File: config.mk
export PLATFORM = sky130hd
export DESIGN_NAME = cps_div
export DESIGN_NICKNAME = d
export VERILOG_FILES = /design/src/sv/closed_polyline_smoother_top_assert.svh /design/src/sv/cps_pkg.sv /design/src/sv/cps_div.sv
export SDC_FILE = /design/constraint.sdc
export NUM_CORES = 1
export LEC_CHECK = 0
export BUFFER_PORTS_ARGS = -buffer_cell sky130_fd_sc_hd__buf_2
export CORE_UTILIZATION = 44
export CTS_CLUSTER_DIAMETER = 80
export CTS_CLUSTER_SIZE = 16
export DETAILED_ROUTE_END_ITERATION = 8
export GPL_TIMING_DRIVEN = 0
export PLACE_DENSITY = 0.64
export SLEW_MARGIN = 0
export SYNTH_ARGS = -nofsm -noshare
export SYNTH_HDL_FRONTEND = slang
export SYNTH_SLANG_ARGS = --single-unit
File: constraint.sdc
create_clock -name clk -period 6.5 [get_ports clk]
set_input_delay 0.975 -clock clk [delete_from_list [all_inputs] [get_ports clk]]
set_output_delay 0.975 -clock clk [all_outputs]
set_load 0.01 [all_outputs]
File: src/sv/closed_polyline_smoother_top_assert.svh
// ----------------------------------------------------------------------------
// Assertion macros for the closed polyline smoother
// Shared property forms, clocked on clk and disabled while rst_n is low.
// ----------------------------------------------------------------------------
`ifndef CLOSED_POLYLINE_SMOOTHER_TOP_ASSERT_SVH
`define CLOSED_POLYLINE_SMOOTHER_TOP_ASSERT_SVH

// The consequent must hold in the same cycle as the antecedent.
`define CPS_ASSERT_SAME(label, ante, cons, msg) \
    label: assert property (@(posedge clk) disable iff (!rst_n) (ante) |-> (cons)) \
        else $error(msg);

// The consequent must hold in the cycle after the antecedent.
`define CPS_ASSERT_NEXT(label, ante, cons, msg) \
    label: assert property (@(posedge clk) disable iff (!rst_n) (ante) |=> (cons)) \
        else $error(msg);

`endif

File: src/sv/cps_pkg.sv
// ----------------------------------------------------------------------------
// cps_pkg
// Widths, constants and divider interface types of the polyline smoother.
// ----------------------------------------------------------------------------
package cps_pkg;

    localparam int DEF_MAX_POINTS = 64;
    localparam int DEF_MAX_SMOOTH = 16;

    localparam int COORD_W    = 10;
    localparam int POINT_W    = 2 * COORD_W;
    localparam int SMOOTH_W   = 5;
    localparam int ENDW_W     = 9;
    localparam int WGT_W      = 17;
    localparam int TOT_W      = 22;
    localparam int PROD_W     = WGT_W + COORD_W;
    localparam int ACC_W      = 32;
    localparam int RECIP_W    = 16;
    localparam int FIN_W      = ACC_W + RECIP_W;
    localparam int RES_W      = 18;
    localparam int IDX_W      = 6;
    localparam int DIV_NUM_W  = 33;
    localparam int DIV_DEN_W  = 22;
    localparam int DIV_CNT_W  = 6;
    localparam int CFG_IDX_W  = 1;
    localparam int CFG_DATA_W = 9;
    localparam int IN_TDATA_W  = 24;
    localparam int OUT_TDATA_W = 48;

    localparam logic [SMOOTH_W-1:0]  SMOOTH_RESET     = 5'd8;
    localparam logic [ENDW_W-1:0]    END_WEIGHT_RESET = 9'd0;
    localparam logic [ENDW_W-1:0]    END_WEIGHT_MAX   = 9'd256;
    localparam logic [WGT_W-1:0]     WGT_ONE          = 17'h1_0000;
    localparam logic [DIV_NUM_W-1:0] RECIP_NUM        = 33'h1_0000_0000;
    localparam logic [RECIP_W-1:0]   RECIP_MAX        = 16'hFFFF;
    localparam logic [FIN_W-1:0]     ROUND_HALF       = 48'h80_0000;
    localparam logic [DIV_CNT_W-1:0] DIV_STEPS        = 6'd33;

    // Configuration register indexes.
    localparam logic [CFG_IDX_W-1:0] CFG_SMOOTH_SIZE = 1'd0;
    localparam logic [CFG_IDX_W-1:0] CFG_END_WEIGHT  = 1'd1;

    typedef struct packed {
        logic                 start;
        logic [DIV_NUM_W-1:0] dividend;
        logic [DIV_DEN_W-1:0] divisor;
    } div_req_t;

    typedef struct packed {
        logic                 done;
        logic [DIV_NUM_W-1:0] quotient;
    } div_rsp_t;

endpackage

File: src/sv/cps_div.sv
// ----------------------------------------------------------------------------
// cps_div
// Restoring divider, one quotient bit per cycle, shared by weight setup and the reciprocal.
// ----------------------------------------------------------------------------
module cps_div
(
    input  logic              clk,
    input  logic              rst_n,
    input  cps_pkg::div_req_t req,
    output cps_pkg::div_rsp_t rsp
);
    import cps_pkg::*;

    logic                 busy_reg;
    logic                 done_reg;
    logic [DIV_CNT_W-1:0] cnt_reg;
    logic [DIV_DEN_W-1:0] rem_reg;
    logic [DIV_DEN_W-1:0] dvs_reg;
    logic [DIV_NUM_W-1:0] quo_reg;

    logic [DIV_DEN_W:0]   trial;
    logic                 fits;

    // Dividend bits shift out of the top of quo_reg while quotient bits enter below.
    assign trial = {rem_reg, quo_reg[DIV_NUM_W-1]};
    assign fits  = (trial >= {1'b0, dvs_reg});

    always_ff @(posedge clk or negedge rst_n)
    begin
        if (!rst_n)
        begin
            busy_reg <= 1'b0;
            done_reg <= 1'b0;
            cnt_reg  <= '0;
        end
        else
        begin
            done_reg <= 1'b0;
            if (req.start)
            begin
                busy_reg <= 1'b1;
                cnt_reg  <= DIV_STEPS;
            end
            else if (busy_reg)
            begin
                cnt_reg <= cnt_reg - 1'b1;
                if (cnt_reg == 6'd1)
                begin
                    busy_reg <= 1'b0;
                    done_reg <= 1'b1;
                end
            end
        end
    end

    always_ff @(posedge clk)
    begin
        if (req.start)
        begin
            quo_reg <= req.dividend;
            rem_reg <= '0;
            dvs_reg <= req.divisor;
        end
        else if (busy_reg)
        begin
            quo_reg <= {quo_reg[DIV_NUM_W-2:0], fits};
            if (fits)
            begin
                rem_reg <= DIV_DEN_W'(trial - {1'b0, dvs_reg});
            end
            else
            begin
                rem_reg <= trial[DIV_DEN_W-1:0];
            end
        end
    end

    assign rsp.done     = done_reg;
    assign rsp.quotient = quo_reg;

endmodule
==> results.cfg, run 1 <==
[clock_tree]
tritoncts = done
cts.repair_timing.setup_buffer_count = 0
root_buffer = clkbuf_8
max_h_tree_level = 3
cts_max_path_buffers = 2
tritoncts_num_sinks = 85
clk_transition_reported_paths_ps = 100
numCtsBuffers = 9
cts_hold_buffers = 0
ctsResizeCount = 0
clock_insertion_delay_worst_skew_ps = 370

[synthesis]
synth.most_common_cell = edfxtp_1
largest_area_contributor_in_the_netlist = edfxtp_1
synthDistinctLibCells = 63
post_synth_most_frequent_cells = edfxtp_1, nand2_1, inv_1, nor2_1, mux2_2
synth_cells = 444
synth.net_count = 527
synth_ff_type = edfxtp_1
synthesis.yosys.warnings = 0
yosys-top-cells-area = edfxtp_1, dfxtp_1, mux2_2
ys_async_sr_fraction_pct = 9.41
synth-seq-area-share_pct = 48.5
synthesis.area_mm2 = 0.00473
post_synth.cell_area_avg_um2 = 10.6
synth_enable_flop_cells = 55
synth_register_bits = 85
synth_top_cell_area_share_pct = 34.9

[global_routing]
grt-ovfl-total = 0
via_count_of_the_first_global_routing_pass = 3528
grt.busiest_layer = met2
grt_antenna_before_repair = 0
grt.met3_usage_pct = 3.65
grt_pass1_wl_um = 16800
grtUsageMet2_pct = 31.9
grt.total_usage_pct = 19.4
grtUsageMet1_pct = 24.6
maximum_number_of_pins_on_one_net_before_global_route_repair = 34

[finish]
layout-area-overhead-vs-synth_pct = 17.1
antenna_cells = 0
fill_cells = 982
share_of_final_layout_standard_cells_stronger_than_drive_strength_1_pct = 30.5
flip_flop_count_of_the_largest_register_all_copies_and_words_added = 33
finish.net_count = 629

[sta]
slew_headroom_pct = 15.9
timing.clock.skew_ps = 16.0
unrepaired_setup_endpoints_after_global_routing = no
post-route-min-period_ps = 3130
fmax_mhz = 320
worst_pin_slew_ps = 1260
finalMaxSlewViolations = 0
setup_viol = 0
report.final.hold_viol_count = 0
min_period_over_period_pct = 48.1
setup_total_negative_slack_ps = 0
timing.hold.ws_ps = 421

[critical_path]
worstSetupEndpointType = flop
critPathArrivalTime_ps = 3120
capture_point_of_the_worst_reg_to_reg_path = rem_reg[20]$_SDFFE_PP0P_
timing.reg2reg.worst_path_depth = 11
maximum_fanout_count_along_the_critical_path = 33
timing.setup.critical_path_class = input pin to flop
worstReg2RegStart = quo_reg[32]$_DFFE_PP_
regToRegSetupSlack_ps = 3790
critical_path_required_ps = 6490
critPathLaunchType = input pin

[drt]
detail_route.iter0.violations = 131
routed_vias = 3629
route.antenna.remaining_nets = 0
drt-wirelength-per-cell_um = 15.2
route.final.wire_length_um = 10500
first_pass_iters = 4
drt_drc_violations_left = 0
detail_route.vias_per_cell = 5.28

[placed_design]
gpl.final_weighted_congestion = 0.835
dp_hpwl_um = 7620
port_buffers = 91

[floorplanning]
rows = 37
die_height_um = 106
initial_core_utilization_pct = 45.6
placeableCoreArea_mm2 = 0.0104
horizontal_die_dimension_um = 106
floorplan.die_area_mm2 = 0.0112
boundaryPins = 92

[worst_hold_path]
hold_class = input pin to async pin

[pwr]
power.ir.vdd_worst_mv = 0.144
p_leak_nw = 2.37
p_per_area_mw_per_mm2 = 378

[flow_run]
maxCapViolations = 0

[outcome]
status = finished, final reports clean
==> layout by cell type (no fill, tap or decap), types with 9 or more instances in the layout <==
master / count
mux2_2: 32
a21oi_1: 24
o21ai_0: 21
clkbuf_8: 9
dfxtp_1: 22
buf_2: 92
nor3_1: 9
nand2_1: 50
inv_1: 33
ha_1: 24
edfxtp_1: 55
nor2_1: 33
==> per-stage QoR <==
stage	worst slack (ps)	power, mW	cells	area (um2)	utilization [%]
after floorplan	4010	1.49	444	4730	-
after global placement	3010	1.73	671	5350	51.6
after detailed placement	2920	1.75	671	5350	51.6
after CTS	3320	2.11	687	5530	53.4
after global routing	3200	2.24	687	5530	53.4
final	3370	2.09	687	5530	53.4
==> cells by family (layout without fill, tap and decap cells) <==
| kind of cell | count (synthesis) | count (layout) | share of synthesized area [%] |
|---|---|---|---|
| AND/OR/NAND/NOR | 135 | 135 | 13.8 |
| AO/OA/AOI/OAI | 99 | 99 | 15.3 |
| buffers and inverters | 52 | 159 | 4.87 |
| flip-flops | 85 | 85 | 48.5 |
| adder cells (fa/ha/maj) | 25 | 25 | 6.78 |
| multiplexers | 34 | 34 | 8.15 |
| XOR/XNOR | 14 | 14 | 2.59 |
==> worst max path at each step <==
stage,depth (start not counted),start,slack [ps],to
after floorplan,10,dvs_reg[1]$_DFFE_PP_,4010,quo_reg[0]$_DFFE_PP_
after global placement,4,req[55],3010,quo_reg[23]$_DFFE_PP_
after detailed placement,4,req[55],2920,quo_reg[23]$_DFFE_PP_
after CTS,4,req[55],3320,quo_reg[23]$_DFFE_PP_
after global routing,4,req[55],3200,quo_reg[28]$_DFFE_PP_
final,4,req[55],3370,quo_reg[25]$_DFFE_PP_
==> final cells by class <==
| cell class | count | area [um2] | area share (%) |
|---|---|---|---|
| Tap cell | 136 | 170 | 3.07 |
| Timing Repair Buffer | 91 | 455 | 8.23 |
| Multi-Input combinational cell | 307 | 2200 | 39.8 |
| Inverter | 33 | 124 | 2.24 |
| Clock inverter | 7 | 57.6 | 1.04 |
| Clock buffer | 9 | 124 | 2.24 |
| Sequential cell | 85 | 2290 | 41.4 |
| Buffer | 19 | 106 | 1.92 |
==> where the power goes <==
| group | total [mW] | switching, mW | leakage [nW] | internal, mW |
|---|---|---|---|---|
| clock network | 0.356 | 0.212 | 0.0881 | 0.144 |
| logic | 0.942 | 0.538 | 1.44 | 0.404 |
| registers | 0.796 | 0.0778 | 0.842 | 0.718 |
| total | 2.09 | 0.827 | 2.37 | 1.27 |
==> critical path, stage by stage <==
cell	delay, ps
buf_2	450
clkbuf_1	410
nor2_1	280
inv_1	970
==> layer usage <==
layer / share of wire (%) / vias to the layer above / wire [um]
met5: 0 / - / 0
met4: 1.4 / 0 / 148
met3: 4.5 / 11 / 471
met2: 48 / 76 / 5060
met1: 46 / 1713 / 4790
li1: - / 1829 / -
(Power assumes the default switching activity.)
==> run 2: changes to the inputs <==
clock period = 2.9 ns   (was 6.5 ns; I/O delays follow)
==> run 2 against run 1 <==
Combinational power rose by 130%. First-iteration DRC count rose by 8.4%. Register-to-register slack got worse by 3500 ps. Global-route usage barely moved. Routed wire length barely moved. Sequential share of layout area fell by 0.10 points. Worst hold slack got worse by 190 ps. Flip-flop and latch count did not move. Final cell count rose by 0.15%.
==> results.cfg, run 2 (synthesis gave the netlist of run 1 again) <==
[clock_tree]
tritoncts_num_sinks = 85
cts_max_path_buffers = 2
root_buffer = clkbuf_8
tritoncts = done
max_h_tree_level = 3
clk_transition_reported_paths_ps = 100
clock_insertion_delay_worst_skew_ps = 370
numCtsBuffers = 9

[global_routing]
grt-ovfl-total = 0
grt.total_usage_pct = 19.4
maximum_number_of_pins_on_one_net_before_global_route_repair = 34
grt_pass1_wl_um = 16800
grt_antenna_before_repair = 0
via_count_of_the_first_global_routing_pass = 3534

[finish]
mostFrequentLayoutCells = buf_2, edfxtp_1, nand2_1
finish.net_count = 630
fill_cells = 981
layout-area-overhead-vs-synth_pct = 17.4
antenna_cells = 0
post-route-util_pct = 53.5
area_occupied_by_multi_input_gates_mm2 = 0.00221
final_common_cell = buf_2
post_layout_instance_count_excluding_filler_cells = 688
ff_latch_area_mm2 = 0.00229
flip_flop_count_of_the_largest_register_all_copies_and_words_added = 33
share_of_final_layout_standard_cells_stronger_than_drive_strength_1_pct = 30.6

[placed_design]
gpl.final_weighted_congestion = 0.835
port_buffers = 91
dpl.cell_count = 671
dp_hpwl_um = 7620

[sta]
slew_headroom_pct = 16.0
finalMaxSlewViolations = 0
post-route-min-period_ps = 2660
timing.hold.ws_ps = 233
worst_pin_slew_ps = 1260
setup_viol = 0
unrepaired_setup_endpoints_after_global_routing = no
timing.clock.skew_ps = 15.5
min_period_over_period_pct = 91.7
report.final.hold_viol_count = 0
fmax_mhz = 376

[floorplanning]
initial_core_utilization_pct = 45.6
floorplan.die_area_mm2 = 0.0112
die_height_um = 106
rows = 37
boundaryPins = 92
horizontal_die_dimension_um = 106
placeableCoreArea_mm2 = 0.0104

[outcome]
status = finished, final reports clean

[drt]
drt-wirelength-per-cell_um = 15.2
drt_drc_violations_left = 0
route.final.wire_length_um = 10500
detail_route.iter0.violations = 142
first_pass_iters = 4
routed_vias = 3647
route.antenna.remaining_nets = 0
detail_route.vias_per_cell = 5.30

[critical_path]
maximum_fanout_count_along_the_critical_path = 10
timing.setup.critical_path_class = flop to flop
crit_path_cell_trace = inv_1 > ha_1 > a21oi_2 > nand2_1 > o211a_1 > or3_4 > a21o_1 > buf_6 > buf_8 > mux2_4
crit_path_max_incr_delay_ps = 400
critPathLaunchType = flop
critPathArrivalTime_ps = 2800
worstSetupEndpointType = flop
critical_path_slowest_stage_cell = or3_4
critical_path_required_ps = 3040

[flow_run]
maxCapViolations = 0

[pwr]
p_leak_nw = 2.38
p_per_area_mw_per_mm2 = 847
power.ir.vdd_worst_mv = 0.324

[worst_hold_path]
hold_class = input pin to flop
-- run 2: critical path: cells and delay by family (launching register included) --
kind | cells | cell delay (ps)
buf+inv | 3 | 340
flops | 1 | 340
simple gates | 2 | 490
mux | 1 | 250
fa+ha+maj | 1 | 370
compound gates | 3 | 620
-- run 2: per-stage QoR --
step	cell area (um2)	TNS, ps	power (mW)	setup WS [ps]
global placement	5350	-1680	3.88	-52.3
global route	5550	0	5.03	64.9
floorplan	4730	0	3.35	410
CTS	5540	0	4.73	206
finish	5550	0	4.70	241
detailed placement	5350	-4700	3.91	-143
-- run 2: repair_timing --
item | CTS | global route
resized for setup | 0 | 1
hold endpoints to repair | 8 | 0
setup buffers | 0 | 0
hold buffers | 1 | 0
endpoints found under the setup margin | 0 | 1
-- run 2: routing by layer --
metal | share of wire, % | global-route usage, % | vias to the layer above | wire length (um)
met3 | 4.8 | 3.65 | 16 | 499
met2 | 48 | 31.9 | 84 | 5010
met5 | 0 | 0 | - | 0
met1 | 45 | 24.6 | 1716 | 4760
li1 | - | - | 1831 | -
met4 | 1.9 | 8.93 | 0 | 198
-- run 2: power breakdown --
part | total [mW] | internal, mW | switching, mW
clock network | 0.796 | 0.323 | 0.473
logic | 2.12 | 0.907 | 1.21
registers | 1.78 | 1.61 | 0.175
-- run 2: worst paths after layout --
kind	to	startpoint	slack (ps)	cells after the start
max reg2reg	quo_reg[0]$_DFFE_PP_	dvs_reg[4]$_DFFE_PP_	240	10
min in group asynchronous	cnt_reg[4]$_DFFE_PN0P_	rst_n	430	2
max	quo_reg[0]$_DFFE_PP_	dvs_reg[4]$_DFFE_PP_	240	10
max in group asynchronous	busy_reg$_DFF_PN0_	rst_n	2300	2
min reg2reg	rem_reg[14]$_SDFFE_PP0P_	rem_reg[14]$_SDFFE_PP0P_	480	2
min	dvs_reg[7]$_DFFE_PP_	req[7]	230	1
-- run 2: cell type report --
class	count	share of cell area, %
Multi-Input combinational cell	307	39.8
Clock inverter	7	1.04
Sequential cell	85	41.3
Timing Repair Buffer	92	8.39
Buffer	19	1.92
Inverter	33	2.23
Clock buffer	9	2.23
Tap cell	136	3.07
==> run 3: changes to the inputs <==
CELL_PAD_IN_SITES_DETAIL_PLACEMENT = 2   (was not set)
CELL_PAD_IN_SITES_GLOBAL_PLACEMENT = 2   (was not set)
CORE_UTILIZATION = 35   (was 44)
PLACE_DENSITY = 0.77   (was 0.64)
==> run 3 against run 2 <==
Worst hold slack better by 13 ps. Sequential power rose by 2%. Fmax down 2.4%. Non-clock buffer count stayed put. Core utilization fell by 10 points. Critical path depth decreased by 1. Final cell count increased by 5.8%. Clock power is 39% higher. First-iteration DRC count grew 18%. Clock skew decreased by 6.3 ps. Largest cell class unchanged. Largest power group unchanged.
==> results.cfg, run 3 (synthesis gave the netlist of run 1 again) <==
[clock_tree]
max_h_tree_level = 3
tritoncts_num_sinks = 85
cts_max_path_buffers = 2
cts.repair_timing.setup_buffer_count = 0
clock_insertion_delay_worst_skew_ps = 360
tritoncts = done
root_buffer = clkbuf_16
numCtsBuffers = 9
clk_transition_reported_paths_ps = 60

[global_routing]
grt_pass1_wl_um = 22800
via_count_of_the_first_global_routing_pass = 4240
grt_antenna_before_repair = 0
grt-ovfl-total = 0
maximum_number_of_pins_on_one_net_before_global_route_repair = 34
grt.total_usage_pct = 21.6

[critical_path]
regToRegSetupSlack_ps = 180
timing.reg2reg.worst_path_depth = 9
critPathArrivalTime_ps = 2840
timing.setup.critical_path_class = flop to flop
capture_point_of_the_worst_reg_to_reg_path = quo_reg[0]$_DFFE_PP_
maximum_fanout_count_along_the_critical_path = 10
worstReg2RegStart = rem_reg[1]$_SDFFE_PP0P_
worstSetupEndpointType = flop
critical_path_required_ps = 3010
critPathLaunchType = flop

[sta]
unrepaired_setup_endpoints_after_global_routing = no
post-route-min-period_ps = 2720
report.final.hold_viol_count = 0
slew_headroom_pct = 16.1
setup_viol = 0
fmax_mhz = 367
timing.clock.skew_ps = 9.18
min_period_over_period_pct = 93.9
finalMaxSlewViolations = 0
worst_pin_slew_ps = 1260

[drt]
detail_route.vias_per_cell = 5.23
drt_drc_violations_left = 0
route.final.wire_length_um = 14300
drt-wirelength-per-cell_um = 19.7
routed_vias = 3809
route.antenna.remaining_nets = 0
first_pass_iters = 4
detail_route.iter0.violations = 168

[worst_hold_path]
hold_class = input pin to flop
hp-start = req[10]
min_path_cells = 1
hold-path-endpoint = dvs_reg[10]$_DFFE_PP_

[pwr]
p_per_area_mw_per_mm2 = 912
netSwitchingFraction_pct = 40.1
power.internal_mw = 3.11
p_leak_nw = 2.42
power.total_mw = 5.19
power.switching_mw = 2.08
power.clock.fraction_pct = 21.4
comb_power_share_pct = 43.6
power.ir.vdd_worst_mv = 0.326
power.share.sequential_pct = 35.0

[floorplanning]
rows = 42
horizontal_die_dimension_um = 118
initial_core_utilization_pct = 35.8
floorplan.die_area_mm2 = 0.0140
boundaryPins = 92
placeableCoreArea_mm2 = 0.0132
die_height_um = 118

[flow_run]
maxCapViolations = 0

[finish]
mostFrequentLayoutCells = buf_2, edfxtp_1, nand2_1
finish.net_count = 630
final_common_cell = buf_2
flip_flop_count_of_the_largest_register_all_copies_and_words_added = 33
post-route-util_pct = 43.2
antenna_cells = 0
layout-area-overhead-vs-synth_pct = 20.5
share_of_final_layout_standard_cells_stronger_than_drive_strength_1_pct = 30.4

[placed_design]
port_buffers = 91
dp_hpwl_um = 10800
gpl.final_weighted_congestion = 0.799

[outcome]
status = finished, final reports clean
-- run 3: changes by cell type in the layout (fill, tap and decap cells not counted) --
cell	before	now
nand3_1	8	7
nand3_2	1	2
inv_8	1	0
clkinv_1	0	1
clkbuf_16	0	9
clkinv_2	1	0
clkbuf_8	9	0
clkbuf_1	8	9
-- run 3: repair_timing --
item	4_1_cts	5_1_grt
hold buffers	1	0
resized for setup	0	2
hold endpoints to repair	8	0
endpoints found under the setup margin	0	2
-- run 3: how the worst max path moves through the flow --
stage                               endpoint  slack [ps]  cells past startpoint                    start
floorplan               quo_reg[0]$_DFFE_PP_         410                     10     dvs_reg[1]$_DFFE_PP_
global placement       quo_reg[24]$_DFFE_PP_         -90                      4                  req[55]
detailed placement     quo_reg[22]$_DFFE_PP_        -190                      4                  req[55]
CTS                 rem_reg[20]$_SDFFE_PP0P_          20                     11    quo_reg[32]$_DFFE_PP_
global route         rem_reg[6]$_SDFFE_PP0P_          10                     11    dvs_reg[10]$_DFFE_PP_
finish                  quo_reg[0]$_DFFE_PP_         180                      9  rem_reg[1]$_SDFFE_PP0P_
-- run 3: worst max-delay path, cell delays in order, from the launching register on --
cell	delay, ps
dfxtp_1	350
ha_1	410
o211ai_2	190
a21oi_2	70
o211a_1	250
or3_4	410
a21o_1	220
buf_6	160
buf_8	160
mux2_4	260
-- run 3: cell type report --
| type | count | area (um2) |
|---|---|---|
| plain buffers | 19 | 106 |
| clock buffers | 10 | 229 |
| clock inverters | 6 | 45.0 |
| fillers | 1435 | 7490 |
| inverters | 33 | 124 |
| multi-input cells | 307 | 2210 |
| flip-flops and latches | 85 | 2290 |
| well taps | 176 | 220 |
| repair buffers | 92 | 465 |
-- run 3: power by group through the flow --
stage          sequential, mW  combinational, mW  clock (mW)
4_1_cts                  1.82               2.29        1.15
3_5_place_dp             1.84               2.26           0
2_1_floorplan            1.83               1.52           0
6_report                 1.82               2.27        1.11
3_3_place_gp             1.81               2.16           0
5_1_grt                  1.85               2.49        1.19
-- run 3: metal layers --
layer  track usage (%)  wire, um
met1              24.1      6000
met2              39.7      7500
met3              4.01       511
met4              9.70       330
met5                 0         0
-- run 3: metrics by stage --
stage	hold WS (ps)	cell area, um2	worst slack (ps)	TNS (ps)	std cells
finish	246	5700	175	0	728
global placement	285	5400	-90.5	-2940	711
detailed placement	297	5400	-186	-6080	711
global route	237	5700	9.53	0	728
floorplan	139	4730	410	0	444
CTS	232	5690	18.0	0	728
